--- config.mk ---
export PLATFORM = sky130hd
export DESIGN_NAME = ddo_queue
export DESIGN_NICKNAME = d
export VERILOG_FILES = /design/src/design/ddo_pkg.sv /design/src/design/ddo_queue.sv
export SDC_FILE = /design/constraint.sdc
export NUM_CORES = 1
export LEC_CHECK = 0
export BUFFER_PORTS_ARGS = -buffer_cell sky130_fd_sc_hd__clkbuf_2
export CORE_UTILIZATION = 35
export CTS_CLUSTER_SIZE = 16
export DETAILED_ROUTE_END_ITERATION = 12
export GPL_TIMING_DRIVEN = 0
export PLACE_DENSITY_LB_ADDON = 0.12
export REMOVE_ABC_BUFFERS = 1
export SLEW_MARGIN = 25
export SYNTH_ARGS = -nofsm -noshare
export SYNTH_HDL_FRONTEND = slang
export SYNTH_SLANG_ARGS = --single-unit
--- constraint.sdc ---
create_clock -name clk -period 8.4 [get_ports clk]
set_clock_uncertainty 0.15 [all_clocks]
set_input_delay 1.68 -clock clk [delete_from_list [all_inputs] [get_ports clk]]
set_output_delay 1.68 -clock clk [all_outputs]
set_load 0.02 [all_outputs]
--- src/design/ddo_pkg.sv ---
// ----------------------------------------------------------------------------
// ddo_pkg: shared types and constants for the wheel odometry block
// Item codes, queue entry, result record, sequencer states, CORDIC table.
// ----------------------------------------------------------------------------
`default_nettype none

package ddo_pkg;

  // input kind codes
  localparam logic [2:0] KIND_LEFT   = 3'd0;
  localparam logic [2:0] KIND_RIGHT  = 3'd1;
  localparam logic [2:0] KIND_UPDATE = 3'd2;
  localparam logic [2:0] KIND_SET    = 3'd3;
  localparam logic [2:0] KIND_CLEAR  = 3'd4;

  // configuration register indexes
  localparam logic [1:0] CFG_MPT  = 2'd0;
  localparam logic [1:0] CFG_APMD = 2'd1;

  localparam logic [31:0] MPT_RESET  = 32'd2147484;
  localparam logic [39:0] APMD_RESET = 40'd4557000000;

  localparam logic signed [33:0] GAIN_Q30 = 34'sd652032874;
  localparam logic signed [33:0] QUARTER  = 34'sd1073741824;
  localparam logic signed [33:0] HALF     = 34'sd2147483648;
  localparam logic [19:0]        MICRO    = 20'd1000000;

  // divider geometry: 84-bit dividend, 4 quotient bits per cycle
  localparam int NUM_W     = 84;
  localparam int DEN_W     = 22;
  localparam int DIGIT_W   = 4;
  localparam int DIV_STEPS = NUM_W / DIGIT_W;

  typedef enum logic [2:0] {
    OP_NONE, OP_LEFT, OP_RIGHT, OP_UPDATE, OP_SET, OP_CLEAR
  } op_code_t;

  typedef struct packed {
    op_code_t    op;
    logic [21:0] period;
    logic [31:0] new_heading;
  } op_t;

  typedef struct packed {
    logic push;
    op_t  item;
  } q_req_t;

  typedef struct packed {
    logic [31:0] pos_x;
    logic [31:0] pos_y;
    logic [31:0] heading;
    logic [31:0] linear_speed;
    logic [47:0] turn_rate;
    logic [31:0] left_count;
    logic [31:0] right_count;
    logic        pose_updated;
  } result_t;

  typedef enum logic [3:0] {
    ST_IDLE, ST_SUM, ST_DIFF, ST_ANG_LO, ST_ANG_HI, ST_PREP, ST_LIN,
    ST_RATE, ST_ITER, ST_MOVE_X, ST_MOVE_Y, ST_FIN
  } back_state_t;

  function automatic logic [29:0] atan_of(input logic [4:0] i);
    logic [29:0] a;
    case (i)
      5'd0:  a = 30'd536870912;
      5'd1:  a = 30'd316933406;
      5'd2:  a = 30'd167458907;
      5'd3:  a = 30'd85004756;
      5'd4:  a = 30'd42667331;
      5'd5:  a = 30'd21354465;
      5'd6:  a = 30'd10679838;
      5'd7:  a = 30'd5340245;
      5'd8:  a = 30'd2670163;
      5'd9:  a = 30'd1335087;
      5'd10: a = 30'd667544;
      5'd11: a = 30'd333772;
      5'd12: a = 30'd166886;
      5'd13: a = 30'd83443;
      5'd14: a = 30'd41722;
      5'd15: a = 30'd20861;
      5'd16: a = 30'd10430;
      5'd17: a = 30'd5215;
      5'd18: a = 30'd2608;
      5'd19: a = 30'd1304;
      5'd20: a = 30'd652;
      5'd21: a = 30'd326;
      5'd22: a = 30'd163;
      5'd23: a = 30'd81;
      5'd24: a = 30'd41;
      5'd25: a = 30'd20;
      5'd26: a = 30'd10;
      5'd27: a = 30'd5;
      5'd28: a = 30'd3;
      5'd29: a = 30'd1;
      default: a = 30'd0;
    endcase
    return a;
  endfunction

  // saturate a 37-bit signed sum to 32 bits
  function automatic logic [31:0] sat32(input logic [36:0] v);
    logic [31:0] r;
    if (!v[36] && (|v[35:31])) begin
      r = 32'h7FFF_FFFF;
    end else if (v[36] && !(&v[35:31])) begin
      r = 32'h8000_0000;
    end else begin
      r = v[31:0];
    end
    return r;
  endfunction

endpackage

`default_nettype wire

--- src/design/ddo_queue.sv ---
// ----------------------------------------------------------------------------
// ddo_queue: two-entry operation queue
// Decouples intake from execution.
// ----------------------------------------------------------------------------
`default_nettype none

module ddo_queue (
  input  logic            clk,
  input  logic            rst,
  input  ddo_pkg::q_req_t q_req,
  input  logic            pop,
  output logic            full,
  output logic            q_valid,
  output ddo_pkg::op_t    q_item
);

  ddo_pkg::op_t slots [2];
  logic         wr_ptr;
  logic         rd_ptr;
  logic [1:0]   count;

  assign full    = (count == 2'd2);
  assign q_valid = (count != 2'd0);
  assign q_item  = slots[rd_ptr];

  always_ff @(posedge clk) begin
    if (q_req.push) begin
      slots[wr_ptr] <= q_req.item;
    end
  end

  always_ff @(posedge clk) begin
    if (rst) begin
      wr_ptr <= 1'b0;
      rd_ptr <= 1'b0;
      count  <= 2'd0;
    end else begin
      if (q_req.push) begin
        wr_ptr <= !wr_ptr;
      end
      if (pop) begin
        rd_ptr <= !rd_ptr;
      end
      case ({q_req.push, pop})
        2'b10:   count <= count + 2'd1;
        2'b01:   count <= count - 2'd1;
        default: count <= count;
      endcase
    end
  end

endmodule

`default_nettype wire

==> reports/qor.txt <==
TIMING
--------------------------------------------------------------------------------------------------
Crit path time final ................................................................      3640 ps
Headroom to the max-slew limit ......................................................        0.628
Sum of negative setup slack .........................................................         0 ps
Number of pins exceeding their max-slew limit in the final report ...................            0
Endpoints failing hold ..............................................................            0
Least setup slack across all paths after layout .....................................      4760 ps
Slew at the pin closest to its max-slew limit .......................................       557 ps
Unrepaired setup endpoints after global routing .....................................        false
Period utilization ..................................................................        0.433
Setup Viol. Count Final .............................................................            0
Highest clock frequency the design can meet .........................................    0.275 GHz

FINISH
--------------------------------------------------------------------------------------------------
Post-Layout Inst Area ...............................................................  0.00574 mm2
Share of final-layout standard cells stronger than drive strength 1 .................        0.605
Storage cell area ...................................................................  0.00353 mm2
Number of filler instances in the final layout ......................................         1066
Net count of the finished layout ....................................................          397
Antenna Cells .......................................................................            0
Multi-input combinational cell area .................................................      756 um2
Area added between synthesis and finish .............................................        33.1%

POWER AND IR DROP
--------------------------------------------------------------------------------------------------
Net switching share of the total power ..............................................        0.216
Sequential share of power ...........................................................        0.443
Cell Pwr Density ....................................................................   278 mW/mm2
Leak ................................................................................      2.19 nW
Portion of total power attributed to combinational logic ............................        0.104
Cell internal power dissipation .....................................................      1.25 mW
Peak supply drop ....................................................................   0.000162 V
Net switching power of the design ...................................................       344 uW
Clock power frac ....................................................................        0.453

SETUP PATH
--------------------------------------------------------------------------------------------------
Worst Setup End Kind ................................................................  output port
Library cell contributing the largest single delay on the critical path .............      dfxtp_4
Worst reg2reg endpoint .............................................................. slots[1][14]
Data arrival at the endpoint of the critical path ...................................      1810 ps
Logic depth of the worst register-to-register path ..................................            2
Peak fanout along the critical path .................................................           29
Buffers and inverters on the worst path .............................................            2
Required time of the critical path ..................................................      6570 ps
Setup slack on the worst flop-to-flop path ..........................................      6790 ps
Critical path's top delay family ....................................................   flip-flops
Critical path class ................................................................. flop to output port
Critical R2R Launch .................................................................       wr_ptr
Critical-path cell list ............................................................. buf_12 -> mux2_2 -> clkbuf_2
Critical path startpoint category ...................................................         flop
Largest incremental delay on the critical path ......................................       610 ps

RUN STATUS
--------------------------------------------------------------------------------------------------
Status .............................................................................. finished, final reports clean

SYNTHESIS
--------------------------------------------------------------------------------------------------
Number of warnings printed during yosys synthesis ...................................            0
Share of the yosys chip area belonging to registers .................................        0.817
Syn avg cell area ...................................................................     21.7 um2
Synthesized instance count ..........................................................          199
Netlist area before placement .......................................................  0.00431 mm2
Post-synthesis register bit count ...................................................          119
Library cells used by synthesis .....................................................           16

GLOBAL ROUTING
--------------------------------------------------------------------------------------------------
Total track usage ...................................................................        0.128
Maximum number of pins on one net before global-route repair ........................           31
Number of global-route vias before repair ...........................................         2308
Number of antenna violations at the first check in global routing ...................            0
Global-route wire length before repair ..............................................     11500 um
Total grt overflow ..................................................................            0

ROUTE
--------------------------------------------------------------------------------------------------
Routed wire per std cell ............................................................      15.4 um
Via count normalized by instance count ..............................................         4.59
Via count of the routed design ......................................................         2269
Violation count after the first detailed-route iteration ............................          116
Number of iterations in the first detailed-routing pass .............................            4
Post-Route WL .......................................................................      7600 um
# DRC ...............................................................................            0
Antenna Nets Post-Route .............................................................            0

CLOCK TREE
--------------------------------------------------------------------------------------------------
Quantity of gates resized following cts .............................................            0
Total of hold buffers inserted after clock tree synthesis ...........................            0
CTS Buffer Depth ....................................................................            2
Root buffer selected by CTS .........................................................    clkbuf_16
Clock buffers created by TritonCTS ..................................................           17
Post-CTS setup-driven buffer insertion count ........................................            0
CTS HTree Levels ....................................................................            4
Number of clock sinks seen by CTS ...................................................          119
Clock insertion delay at the later pin of the skew report ...........................       410 ps
CTS tree ............................................................................        built
Clock transition time at the flip-flop clock pins of the worst setup and hold paths .        50 ps

FLOORPLANNING
--------------------------------------------------------------------------------------------------
FP Rows .............................................................................           40
Die outline height ..................................................................       113 um
Die area ............................................................................   0.0128 mm2
Initial standard-cell utilization of the core .......................................        0.359
Ports ...............................................................................          120
Horizontal extent of the die ........................................................       113 um
Floorplan core area .................................................................   0.0120 mm2

RUN
--------------------------------------------------------------------------------------------------
Max-cap viol count ..................................................................            0

HOLD PATH
--------------------------------------------------------------------------------------------------
Hold wc startpoint ..................................................................     count[1]
Hold Path Stages ....................................................................            2
Worst hold endpoint .................................................................     count[1]
Classification of the worst-slack hold path ......................................... flop to flop

PLACE
--------------------------------------------------------------------------------------------------
Port Buffers ........................................................................          119
Post-placement cell area ............................................................  0.00515 mm2
Place WS ............................................................................      5130 ps
DP HPWL .............................................................................      4950 um
Gpl congestion ......................................................................        0.645

-- flip-flops by register name (all words and copies together) (netlist names), named ones only --
signal	flops
rd_ptr	1
wr_ptr	1
slots	114
count	2
-- area by class of cell --
| type | instances | share of cell area |
|---|---|---|
| Timing Repair Buffer | 123 | 0.118 |
| Sequential cell | 119 | 0.615 |
| Inverter | 1 | 0.000654 |
| Clock buffer | 18 | 0.0748 |
| Multi-Input combinational cell | 73 | 0.132 |
| Clock inverter | 13 | 0.0281 |
| Tap cell | 147 | 0.0321 |
-- cells in the mapped netlist (all sizes together) --
cell,instances,share of area
edfxtp,114,0.79
mux2,57,0.15
buf,6,0.0087
dfxtp,5,0.023
nor2,5,0.0044
xnor2,3,0.0061
a21oi,1,0.0012
and2,1,0.0015
and2b,1,0.0020
ha,1,0.0029
inv,1,0.00087
o21ai,1,0.0012
or2,1,0.0015
or3,1,0.0015
xor2,1,0.0020
-- tightest hold or removal path: stages, from the launching register on --
cell and delay (ps):
dfxtp_1 320, o21ai_0 80, a21oi_1 60
-- power groups by stage --
stage | combinational, mW | sequential (mW) | clock [mW]
after CTS | 0.170 | 0.707 | 0.742
after global routing | 0.178 | 0.710 | 0.765
after global placement | 0.157 | 0.727 | 0
after detailed placement | 0.170 | 0.719 | 0
after floorplan | 0.0990 | 0.719 | 0
final | 0.166 | 0.707 | 0.721
-- metrics by stage --
step,power [mW],util,hold slack [ps],cells
after detailed placement,0.888,0.428,349,463
after floorplan,0.818,-,306,193
final,1.59,0.478,355,494
after global placement,0.884,0.421,334,459
after CTS,1.62,0.478,358,494
after global routing,1.65,0.478,403,494
-- how the worst max path moves through the flow --
stage	start	endpoint	depth (start not counted)
after CTS	flop	q_item[9]	3
after global placement	q_req[57]	slots[0][15]	3
after floorplan	q_req[57]	slots[0][0]	2
final	flop	q_item[17]	3
after detailed placement	flop	q_item[9]	3
after global routing	flop	q_item[41]	3
-- cell families after synthesis --
group,share of synthesized area
flip-flops,0.817
AND/OR/NAND/NOR,0.0107
adder cells (fa/ha/maj),0.00290
multiplexers,0.149
AO/OA/AOI/OAI,0.00232
XOR/XNOR,0.00813
buffers and inverters,0.00958
-- placed cells by master (no fill, tap or decap) --
master,netlist,final
a21oi_1,1,1
and2_4,0,1
and2b_2,1,1
buf_12,0,4
bufinv_16,0,4
clkbuf_1,0,1
clkbuf_16,0,17
clkbuf_2,0,119
clkinv_1,0,5
clkinv_2,0,3
clkinvlp_4,0,1
dfxtp_1,5,4
dfxtp_4,0,1
edfxtp_1,114,114
ha_1,1,1
inv_1,1,1
mux2_2,57,57
nor2_1,5,4
nor2_4,0,1
o21ai_0,1,1
or2_2,1,1
or3_1,1,1
xnor2_1,3,3
xor2_1,1,1
-- per-layer routing --
metal  vias to the layer above  share of wire  wire, um  GRT usage
li1                       1065              -         -          -
met1                      1116           0.40      3040      0.135
met2                        73           0.51      3880      0.212
met3                        15          0.063       481     0.0541
met4                         0          0.026       197     0.0842
met5                         -              0         0          0
(Power assumes the default switching activity.)
