File: src/design/ddo_pkg.sv
// ----------------------------------------------------------------------------
// ddo_pkg: shared types and constants for the wheel odometry block
// Item codes, queue entry, result record, sequencer states, CORDIC table.
// ----------------------------------------------------------------------------
`default_nettype none

package ddo_pkg;

  // input kind codes
  localparam logic [2:0] KIND_LEFT   = 3'd0;
  localparam logic [2:0] KIND_RIGHT  = 3'd1;
  localparam logic [2:0] KIND_UPDATE = 3'd2;
  localparam logic [2:0] KIND_SET    = 3'd3;
  localparam logic [2:0] KIND_CLEAR  = 3'd4;

  // configuration register indexes
  localparam logic [1:0] CFG_MPT  = 2'd0;
  localparam logic [1:0] CFG_APMD = 2'd1;

  localparam logic [31:0] MPT_RESET  = 32'd2147484;
  localparam logic [39:0] APMD_RESET = 40'd4557000000;

  localparam logic signed [33:0] GAIN_Q30 = 34'sd652032874;
  localparam logic signed [33:0] QUARTER  = 34'sd1073741824;
  localparam logic signed [33:0] HALF     = 34'sd2147483648;
  localparam logic [19:0]        MICRO    = 20'd1000000;

  // divider geometry: 84-bit dividend, 4 quotient bits per cycle
  localparam int NUM_W     = 84;
  localparam int DEN_W     = 22;
  localparam int DIGIT_W   = 4;
  localparam int DIV_STEPS = NUM_W / DIGIT_W;

  typedef enum logic [2:0] {
    OP_NONE, OP_LEFT, OP_RIGHT, OP_UPDATE, OP_SET, OP_CLEAR
  } op_code_t;

  typedef struct packed {
    op_code_t    op;
    logic [21:0] period;
    logic [31:0] new_heading;
  } op_t;

  typedef struct packed {
    logic push;
    op_t  item;
  } q_req_t;

  typedef struct packed {
    logic [31:0] pos_x;
    logic [31:0] pos_y;
    logic [31:0] heading;
    logic [31:0] linear_speed;
    logic [47:0] turn_rate;
    logic [31:0] left_count;
    logic [31:0] right_count;
    logic        pose_updated;
  } result_t;

  typedef enum logic [3:0] {
    ST_IDLE, ST_SUM, ST_DIFF, ST_ANG_LO, ST_ANG_HI, ST_PREP, ST_LIN,
    ST_RATE, ST_ITER, ST_MOVE_X, ST_MOVE_Y, ST_FIN
  } back_state_t;

  function automatic logic [29:0] atan_of(input logic [4:0] i);
    logic [29:0] a;
    case (i)
      5'd0:  a = 30'd536870912;
      5'd1:  a = 30'd316933406;
      5'd2:  a = 30'd167458907;
      5'd3:  a = 30'd85004756;
      5'd4:  a = 30'd42667331;
      5'd5:  a = 30'd21354465;
      5'd6:  a = 30'd10679838;
      5'd7:  a = 30'd5340245;
      5'd8:  a = 30'd2670163;
      5'd9:  a = 30'd1335087;
      5'd10: a = 30'd667544;
      5'd11: a = 30'd333772;
      5'd12: a = 30'd166886;
      5'd13: a = 30'd83443;
      5'd14: a = 30'd41722;
      5'd15: a = 30'd20861;
      5'd16: a = 30'd10430;
      5'd17: a = 30'd5215;
      5'd18: a = 30'd2608;
      5'd19: a = 30'd1304;
      5'd20: a = 30'd652;
      5'd21: a = 30'd326;
      5'd22: a = 30'd163;
      5'd23: a = 30'd81;
      5'd24: a = 30'd41;
      5'd25: a = 30'd20;
      5'd26: a = 30'd10;
      5'd27: a = 30'd5;
      5'd28: a = 30'd3;
      5'd29: a = 30'd1;
      default: a = 30'd0;
    endcase
    return a;
  endfunction

  // saturate a 37-bit signed sum to 32 bits
  function automatic logic [31:0] sat32(input logic [36:0] v);
    logic [31:0] r;
    if (!v[36] && (|v[35:31])) begin
      r = 32'h7FFF_FFFF;
    end else if (v[36] && !(&v[35:31])) begin
      r = 32'h8000_0000;
    end else begin
      r = v[31:0];
    end
    return r;
  endfunction

endpackage

`default_nettype wire

File: src/design/ddo_if.sv
// ----------------------------------------------------------------------------
// ddo_if: item and result channels
// Valid/ready channels carrying the input item and the result record.
// ----------------------------------------------------------------------------
`default_nettype none

interface ddo_in_if;
  logic        valid;
  logic        ready;
  logic [2:0]  kind;
  logic [21:0] period_us;
  logic [31:0] new_heading;
  modport source(output valid, kind, period_us, new_heading, input ready);
  modport sink(input valid, kind, period_us, new_heading, output ready);
endinterface


`default_nettype wire

File: src/design/ddo_front.sv
// ----------------------------------------------------------------------------
// ddo_front: item intake
// Takes input items and turns the kind code into a queue operation.
// ----------------------------------------------------------------------------
`default_nettype none

module ddo_front (
  ddo_in_if.sink          in_ch,
  input  logic            q_full,
  output ddo_pkg::q_req_t q_req
);

  ddo_pkg::op_code_t op;

  always_comb begin
    case (in_ch.kind)
      ddo_pkg::KIND_LEFT:   op = ddo_pkg::OP_LEFT;
      ddo_pkg::KIND_RIGHT:  op = ddo_pkg::OP_RIGHT;
      // an update over a zero period is a no-op
      ddo_pkg::KIND_UPDATE: op = (in_ch.period_us == 22'd0) ? ddo_pkg::OP_NONE
                                                            : ddo_pkg::OP_UPDATE;
      ddo_pkg::KIND_SET:    op = ddo_pkg::OP_SET;
      ddo_pkg::KIND_CLEAR:  op = ddo_pkg::OP_CLEAR;
      default:              op = ddo_pkg::OP_NONE;
    endcase
  end

  assign in_ch.ready            = !q_full;
  assign q_req.push             = in_ch.valid && !q_full;
  assign q_req.item.op          = op;
  assign q_req.item.period      = in_ch.period_us;
  assign q_req.item.new_heading = in_ch.new_heading;

endmodule

`default_nettype wire

File: src/flat_wrapper.sv
// flat-port wrapper written by rule: the top's interface ports become plain ports
module ddo_front_flat 
  (q_full, q_req, in_ch_valid, in_ch_kind, in_ch_period_us, in_ch_new_heading, in_ch_ready);
  ddo_in_if in_ch_i ();
  input  logic q_full;
  output ddo_pkg::q_req_t q_req;
  input wire logic [$bits(in_ch_i.valid)-1:0] in_ch_valid;
  input wire logic [$bits(in_ch_i.kind)-1:0] in_ch_kind;
  input wire logic [$bits(in_ch_i.period_us)-1:0] in_ch_period_us;
  input wire logic [$bits(in_ch_i.new_heading)-1:0] in_ch_new_heading;
  output wire logic [$bits(in_ch_i.ready)-1:0] in_ch_ready;
  assign in_ch_i.valid = in_ch_valid;
  assign in_ch_i.kind = in_ch_kind;
  assign in_ch_i.period_us = in_ch_period_us;
  assign in_ch_i.new_heading = in_ch_new_heading;
  assign in_ch_ready = in_ch_i.ready;
  ddo_front u_core (.in_ch(in_ch_i), .q_full(q_full), .q_req(q_req));
endmodule
File: config.mk
export PLATFORM = sky130hd
export DESIGN_NAME = ddo_front_flat
export DESIGN_NICKNAME = d
export VERILOG_FILES = /design/src/design/ddo_pkg.sv /design/src/design/ddo_if.sv /design/src/design/ddo_front.sv /design/src/flat_wrapper.sv
export SDC_FILE = /design/constraint.sdc
export NUM_CORES = 1
export LEC_CHECK = 0
export BUFFER_PORTS_ARGS = -buffer_cell sky130_fd_sc_hd__buf_2
export CAP_MARGIN = 10
export CORE_MARGIN = 2
export CORE_UTILIZATION = 22
export DETAILED_ROUTE_END_ITERATION = 12
export PLACE_DENSITY_LB_ADDON = 0.3
export SYNTH_ARGS = -nofsm -noshare
export SYNTH_HDL_FRONTEND = slang
export SYNTH_SLANG_ARGS = --single-unit
File: constraint.sdc
create_clock -name vclk -period 0.8
set_input_delay 0.08 -clock vclk [all_inputs]
set_output_delay 0.08 -clock vclk [all_outputs]
set_load 0.02 [all_outputs]
==> results.sh, run 1 <==
export IMPL_first_iter_violations=2
export IMPL_hold_depth=0
export IMPL_grtUsageTotal_pct=7.23
export IMPL_power_total_uw=350
export IMPL_synth_distinct_cells=16
export IMPL_fin_cells=102
export IMPL_io_buffers=54
export IMPL_drtAntennaViolNets=0
export IMPL_drt_pass1_iter_count=2
export IMPL_dpl_worst_slack_ps=-427
export IMPL_dp_hpwl_um=1070
export IMPL_start_kind="input port"
export IMPL_start_util_pct=23.7
export IMPL_rows=17
export IMPL_yosysSeqAreaShare_pct=0
export IMPL_grt_pass1_wl_um=1520
export IMPL_antenna_cells=0
export IMPL_fin_ws_ps=-315
export IMPL_critPathCaptureType="output port"
export IMPL_place_inst=102
export IMPL_rsz0062_at_grt="yes"
export IMPL_layout_drive_gt1_share_pct=85.1
export IMPL_synth_area_leader_cell="buf_4"
export IMPL_die_h_um=53.3
export IMPL_hold_class="input port to output port"
export IMPL_nClkBuffers=0
export IMPL_postPlaceCellArea_um2=450
export IMPL_fin_area_um2=549
export IMPL_syn_num_nets=131
export IMPL_peakVddDrop_mv=0.163
export IMPL_met3_usage_pct=1.69
export IMPL_grt_use_met1_pct=4.83
export IMPL_wl_per_cell_um=12.1
export IMPL_io_pins=118
export IMPL_via_per_inst=4.19
export IMPL_die_w_um=53.3
export IMPL_grt_busiest_layer="met2"
export IMPL_timing_final_crit_share_pct=139
export IMPL_synth_top_cell_area_share_pct=75.9
export IMPL_dieArea_um2=2840
export IMPL_synth_area_top_cells="buf_4, nor4_4, nor4_1, nor4_2, mux2_2"
export IMPL_routabilityCongestion=0.576
export IMPL_hold_path_startpoint="in_ch_new_heading[22]"
export IMPL_startpoint="in_ch_period_us[10]"
export IMPL_min_to="q_req[22]"
export IMPL_violations="setup timing"
export IMPL_grt_max_degree=4
export IMPL_powerDensity_nw_per_um2=638
export IMPL_vias=427
export IMPL_grt_antenna_before_repair=0
export IMPL_yosysMostFrequentCell="buf_4"
export IMPL_finalHoldViolCount=0
export IMPL_post_route_min_period_ps=1110
export IMPL_wirelength_um=1240
export IMPL_gr_total_overflow=0
export IMPL_max_slew_margin_rel_pct=84.0
export IMPL_nFlopsAndLatches=0
export IMPL_seqCellArea_um2=0
export IMPL_crit_path_top_delay_cell="nor4_4"
export IMPL_synth_warnings=0
export IMPL_coreArea_um2=2250
export IMPL_syn_area_per_cell_um2=7.42
export IMPL_multi_input_area_um2=163
export IMPL_cap_viol_max_count=0
export IMPL_cp_cell_sequence="buf_6 > nor4_4 > nand4_1 > o31a_1 > buf_2"
export IMPL_status="finished with violations"
export IMPL_path_class="input port to output port"
export IMPL_slew_viol_final=0
export IMPL_synth_common_cells="buf_4, nor4_1, nor2_1"
export IMPL_timing_fmax_ghz=0.897
export IMPL_grt_pass1_vias=339
export IMPL_setup_viol=3
export IMPL_area_growth_pct=2.81
export IMPL_use_met2_pct=16.0
export IMPL_syn_area_um2=534
export IMPL_required_ps=720
export IMPL_drc_errors=0
export IMPL_leakage_uw=0.000286
export IMPL_worst_pin_slew_ps=239
export IMPL_cp_max_fo=2
export IMPL_slowest_delay_ps=280
export IMPL_nNetsFinal=135
export IMPL_fillCellCount=244
export IMPL_syn_instance_count=72
export IMPL_cp_arrival_ps=1030
[layer usage]
metal	share of wire (%)	wire length (um)
met1	22	268
met2	53	658
met4	5.3	65
met3	20	244
met5	0	0
[power by group]
part	switching, uW	total, uW	internal (uW)
Sequential	0	0	0
Clock	0	0	0
Combinational	188	350	162
[worst max-delay path: cells and delay by family]
family / cells / cell delay, ps
AO/OA/AOI/OAI: 1 / 260
AND/OR/NAND/NOR: 2 / 440
buffers and inverters: 2 / 260
[timing repair]
action,in CTS,in global routing
endpoints found under the setup margin,3,3
hold buffers,0,0
pin swaps,7,4
resized for setup,19,0
buffers inserted,0,0
gates cloned,0,0
[layout make-up]
type / count / share of cell area (%)
well taps: 28 / 6.38
inverters: 1 / 0.683
multi-input cells: 17 / 29.6
repair buffers: 56 / 63.3
[through the flow]
stage	hold WS (ps)	utilization, %	setup TNS, ps
final	160	24.4	-591
after global routing	160	24.4	-695
after CTS	160	24.4	-593
after detailed placement	160	20.0	-876
after global placement	160	20.0	-844
after floorplan	237	-	-67.7
[placed cells by master (no fill, tap or decap)]
cell type	instances
a21oi_1	1
and2_4	1
buf_2	44
buf_4	2
buf_6	10
inv_1	1
mux2_4	1
nand2_1	1
nand3_1	1
nand4_1	1
nor2_1	2
nor2b_1	1
nor3_1	1
nor4_1	1
nor4_2	1
nor4_4	3
o21a_2	1
o31a_1	1
[cell families (layout without fill, tap and decap cells)]
| kind of cell | after synthesis | in the layout | share of synthesized area (%) |
|---|---|---|---|
| compound gates | 3 | 3 | 3.98 |
| buf+inv | 55 | 57 | 76.6 |
| mux | 1 | 1 | 2.11 |
| simple gates | 13 | 13 | 17.3 |
[worst max-delay path by stage]
stage	to	slack, ps	cells past startpoint
after floorplan	q_req[55]	-60	3
after global placement	q_req[55]	-410	5
after detailed placement	q_req[55]	-430	5
after CTS	q_req[55]	-320	5
after global routing	q_req[55]	-360	5
final	q_req[55]	-310	5
Power figures use the tool's default switching activity.
==> inputs of run 2 (changes only) <==
BUFFER_PORTS_ARGS = not set   (was -buffer_cell sky130_fd_sc_hd__buf_2)
CAP_MARGIN = 20   (was 10)
CORE_AREA = 2 2 45 47   (was not set)
CORE_MARGIN = not set   (was 2)
CORE_UTILIZATION = not set   (was 22)
DIE_AREA = 0 0 47 49   (was not set)
DONT_BUFFER_PORTS = 1   (was not set)
==> results.sh, run 2 (same netlist as run 1, synthesis figures left out) <==
export IMPL_cap_viol_max_count=0
export IMPL_leakage_uw=0.0000391
export IMPL_fin_ws_ps=-123
export IMPL_grt_max_degree=5
export IMPL_status="finished with violations"
export IMPL_io_buffers=0
export IMPL_final_common_cell="nor4_4"
export IMPL_use_met2_pct=9.59
export IMPL_via_per_inst=4.98
export IMPL_routabilityCongestion=0.518
export IMPL_start_kind="input port"
export IMPL_cts_hold_buf=0
export IMPL_mostFrequentLayoutCells="nor4_4, nor2_1"
export IMPL_max_slew_margin_rel_pct=73.7
export IMPL_met3_usage_pct=4.81
export IMPL_antenna_cells=0
export IMPL_layout_drive_gt1_share_pct=38.9
export IMPL_rsz0062_at_grt="yes"
export IMPL_die_h_um=49
export IMPL_dieArea_um2=2300
export IMPL_slew_viol_final=0
export IMPL_finalHoldViolCount=0
export IMPL_worst_pin_slew_ps=393
export IMPL_area_growth_pct=-59.3
export IMPL_post_cts_buffers=0
export IMPL_seqCellArea_um2=0
export IMPL_vias=224
export IMPL_grtUsageTotal_pct=5.89
export IMPL_io_pins=118
export IMPL_required_ps=720
export IMPL_hold_depth=0
export IMPL_grt_antenna_before_repair=0
export IMPL_grt_pass1_vias=243
export IMPL_start_util_pct=29.0
export IMPL_drc_errors=0
export IMPL_hold_path_startpoint="in_ch_new_heading[23]"
export IMPL_coreArea_um2=1840
export IMPL_nFlopsAndLatches=0
export IMPL_drtAntennaViolNets=0
export IMPL_rows=16
export IMPL_critPathCaptureType="output port"
export IMPL_wirelength_um=808
export IMPL_timing_final_crit_share_pct=115
export IMPL_peakVddDrop_mv=0.0461
export IMPL_min_to="q_req[23]"
export IMPL_nNetsFinal=79
export IMPL_nClkBuffers=0
export IMPL_cp_arrival_ps=840
export IMPL_grt_pass1_wl_um=1010
export IMPL_path_class="input port to output port"
export IMPL_wl_per_cell_um=18.0
export IMPL_powerDensity_nw_per_um2=284
export IMPL_drt_pass1_iter_count=1
export IMPL_timing_fmax_ghz=1.08
export IMPL_setup_viol=2
export IMPL_first_iter_violations=0
export IMPL_final_util_pct=11.8
export IMPL_grt_busiest_layer="met2"
export IMPL_cp_max_fo=2
export IMPL_die_w_um=47
export IMPL_violations="setup timing"
export IMPL_gr_total_overflow=0
export IMPL_holdWs_ps=160
export IMPL_hold_class="input port to output port"
export IMPL_fillCellCount=223
export IMPL_grt_use_met1_pct=2.22
export IMPL_post_route_min_period_ps=923
==> run 2: cell types whose count changed in the layout (fill, tap and decap cells not counted), sizes merged <==
cell,previous run,this run
buf,56,0
==> run 2: cell type report <==
cell class / instances / area [um2] / area share, %
multi-input combinational: 17 / 180 / 82.8
tap: 27 / 33.8 / 15.5
inverter: 1 / 3.75 / 1.72
==> run 2: metal layers <==
layer	wire length, um	vias to the layer above	share of wire [%]
li1	-	72	-
met5	0	-	0
met2	376	47	47
met1	134	83	17
met3	226	22	28
met4	70	0	8.7
==> run 2: power by group <==
group / switching, uW / internal [uW] / total [uW]
clock: 0 / 0 / 0
combinational: 33.1 / 28.6 / 61.7
sequential: 0 / 0 / 0
total: 33.1 / 28.6 / 61.7
==> run 2: critical path, cell delays in order <==
cell and delay (ps):
nor4_4 250, nand4_1 160, o31a_1 360
==> run 2: worst max-delay path by stage <==
stage,slack (ps),from,end
floorplan,-60,in_ch_period_us[1],q_req[55]
global placement,-190,in_ch_period_us[1],q_req[55]
detailed placement,-200,in_ch_period_us[1],q_req[55]
CTS,-150,in_ch_period_us[1],q_req[55]
global route,-180,in_ch_period_us[0],q_req[55]
finish,-120,in_ch_period_us[0],q_req[55]
==> run 2: timing repair <==
| item | 4_1_cts | 5_1_grt |
|---|---|---|
| gates resized for setup | 6 | 1 |
| pin swaps | 1 | 1 |
| setup endpoints to repair | 2 | 2 |
==> run 2: stage by stage <==
stage          setup slack (ps)  instance area, um2  std cells  total power (uW)  setup TNS (ps)
2_1_floorplan             -64.7                 536         72               445           -67.7
3_5_place_dp               -205                 164         45              56.1            -343
5_1_grt                    -184                 218         45              66.3            -307
4_1_cts                    -146                 209         45              62.1            -212
6_report                   -123                 218         45              61.7            -180
3_3_place_gp               -194                 164         45              55.9            -324
==> inputs of run 3 (changes only) <==
PLACE_DENSITY = 0.45   (was not set)
PLACE_DENSITY_LB_ADDON = not set   (was 0.3)
==> results.sh, run 3 (same netlist as run 1, synthesis figures left out) <==
export IMPL_io_pins=118
export IMPL_drc_errors=0
export IMPL_mostFrequentLayoutCells="nor4_2, nor2_1, nor4_4"
export IMPL_cts_hold_buf=0
export IMPL_cap_viol_max_count=0
export IMPL_grt_pass1_wl_um=952
export IMPL_coreArea_um2=1840
export IMPL_rows=16
export IMPL_finalHoldViolCount=0
export IMPL_final_common_cell="nor4_2"
export IMPL_cp_max_fo=2
export IMPL_first_iter_violations=0
export IMPL_grt_antenna_before_repair=0
export IMPL_crit_family="simple AND/OR/NAND/NOR gates"
export IMPL_dpl_worst_slack_ps=-253
export IMPL_start_kind="input port"
export IMPL_hold_depth=0
export IMPL_wirelength_um=745
export IMPL_vias=221
export IMPL_gr_total_overflow=0
export IMPL_io_buffers=0
export IMPL_status="finished with violations"
export IMPL_dieArea_um2=2300
export IMPL_crit_path_top_delay_cell="o31a_1"
export IMPL_routabilityCongestion=0.582
export IMPL_rsz0062_at_grt="yes"
export IMPL_cp_cell_sequence="nor4_2 > nand4_1 > o31a_1"
export IMPL_start_util_pct=29.0
export IMPL_area_growth_pct=-64.2
export IMPL_power_total_uw=57.5
export IMPL_antenna_cells=0
export IMPL_cp_num_buf_inv=0
export IMPL_setup_viol=2
export IMPL_nClkBuffers=0
export IMPL_die_h_um=49
export IMPL_slowest_delay_ps=360
export IMPL_cp_depth=3
export IMPL_peakVddDrop_mv=0.0460
export IMPL_fin_cells=45
export IMPL_fillCellCount=225
export IMPL_seqCellArea_um2=0
export IMPL_fin_ws_ps=-134
export IMPL_nNetsFinal=79
export IMPL_via_per_inst=4.91
export IMPL_holdWs_ps=160
export IMPL_required_ps=720
export IMPL_layout_drive_gt1_share_pct=38.9
export IMPL_place_inst=45
export IMPL_multi_input_area_um2=154
export IMPL_min_to="q_req[21]"
export IMPL_grt_max_degree=5
export IMPL_worst_pin_slew_ps=397
export IMPL_path_class="input port to output port"
export IMPL_drtAntennaViolNets=0
export IMPL_leakage_uw=0.0000344
export IMPL_hold_class="input port to output port"
export IMPL_timing_final_crit_share_pct=117
export IMPL_slew_viol_final=0
export IMPL_final_util_pct=10.4
export IMPL_critPathCaptureType="output port"
export IMPL_wl_per_cell_um=16.6
export IMPL_timing_fmax_ghz=1.07
export IMPL_post_route_min_period_ps=934
export IMPL_nFlopsAndLatches=0
export IMPL_cp_arrival_ps=850
export IMPL_max_slew_margin_rel_pct=73.5
export IMPL_drt_pass1_iter_count=1
export IMPL_grtUsageTotal_pct=5.25
export IMPL_violations="setup timing"
export IMPL_powerDensity_nw_per_um2=300
export IMPL_grt_pass1_vias=248
export IMPL_hold_path_startpoint="in_ch_new_heading[21]"
export IMPL_die_w_um=47
-- run 3: cell types whose count changed in the layout (fill, tap and decap cells not counted) --
cell | previous run | this run
nor4_4 | 5 | 2
nor4_2 | 0 | 3
-- run 3: final cells by class --
class	instances	share of cell area [%]
multi-input cells	17	80.4
well taps	27	17.6
inverters	1	1.96
-- run 3: repair_timing --
| action | CTS | global route |
|---|---|---|
| endpoints found under the setup margin | 2 | 2 |
| pin swaps | 3 | 2 |
| resized for setup | 3 | 1 |
| setup buffers | 0 | 0 |
-- run 3: worst max path at each step --
stage,startpoint,end,slack [ps]
after global routing,in_ch_period_us[20],q_req[55],-210
after global placement,in_ch_period_us[1],q_req[55],-250
final,in_ch_period_us[0],q_req[55],-130
after CTS,in_ch_period_us[20],q_req[55],-230
after floorplan,in_ch_period_us[1],q_req[55],-60
after detailed placement,in_ch_period_us[1],q_req[55],-250
-- run 3: layer usage --
metal	wire length (um)	track usage (%)
met5	0	0
met4	50	6.02
met3	195	5.19
met2	344	6.62
met1	156	4.00
-- run 3: per-stage QoR --
stage                     TNS, ps  cell area, um2
after floorplan             -67.7             536
after global placement       -433             164
after detailed placement     -439             164
after CTS                    -341             185
after global routing         -344             191
final                        -203             191
-- run 3: report_power, final --
| part | leakage, uW | switching (uW) | total (uW) | internal, uW |
|---|---|---|---|---|
| Clock | 0 | 0 | 0 | 0 |
| Sequential | 0 | 0 | 0 | 0 |
| Combinational | 0.0000344 | 32.8 | 57.5 | 24.7 |
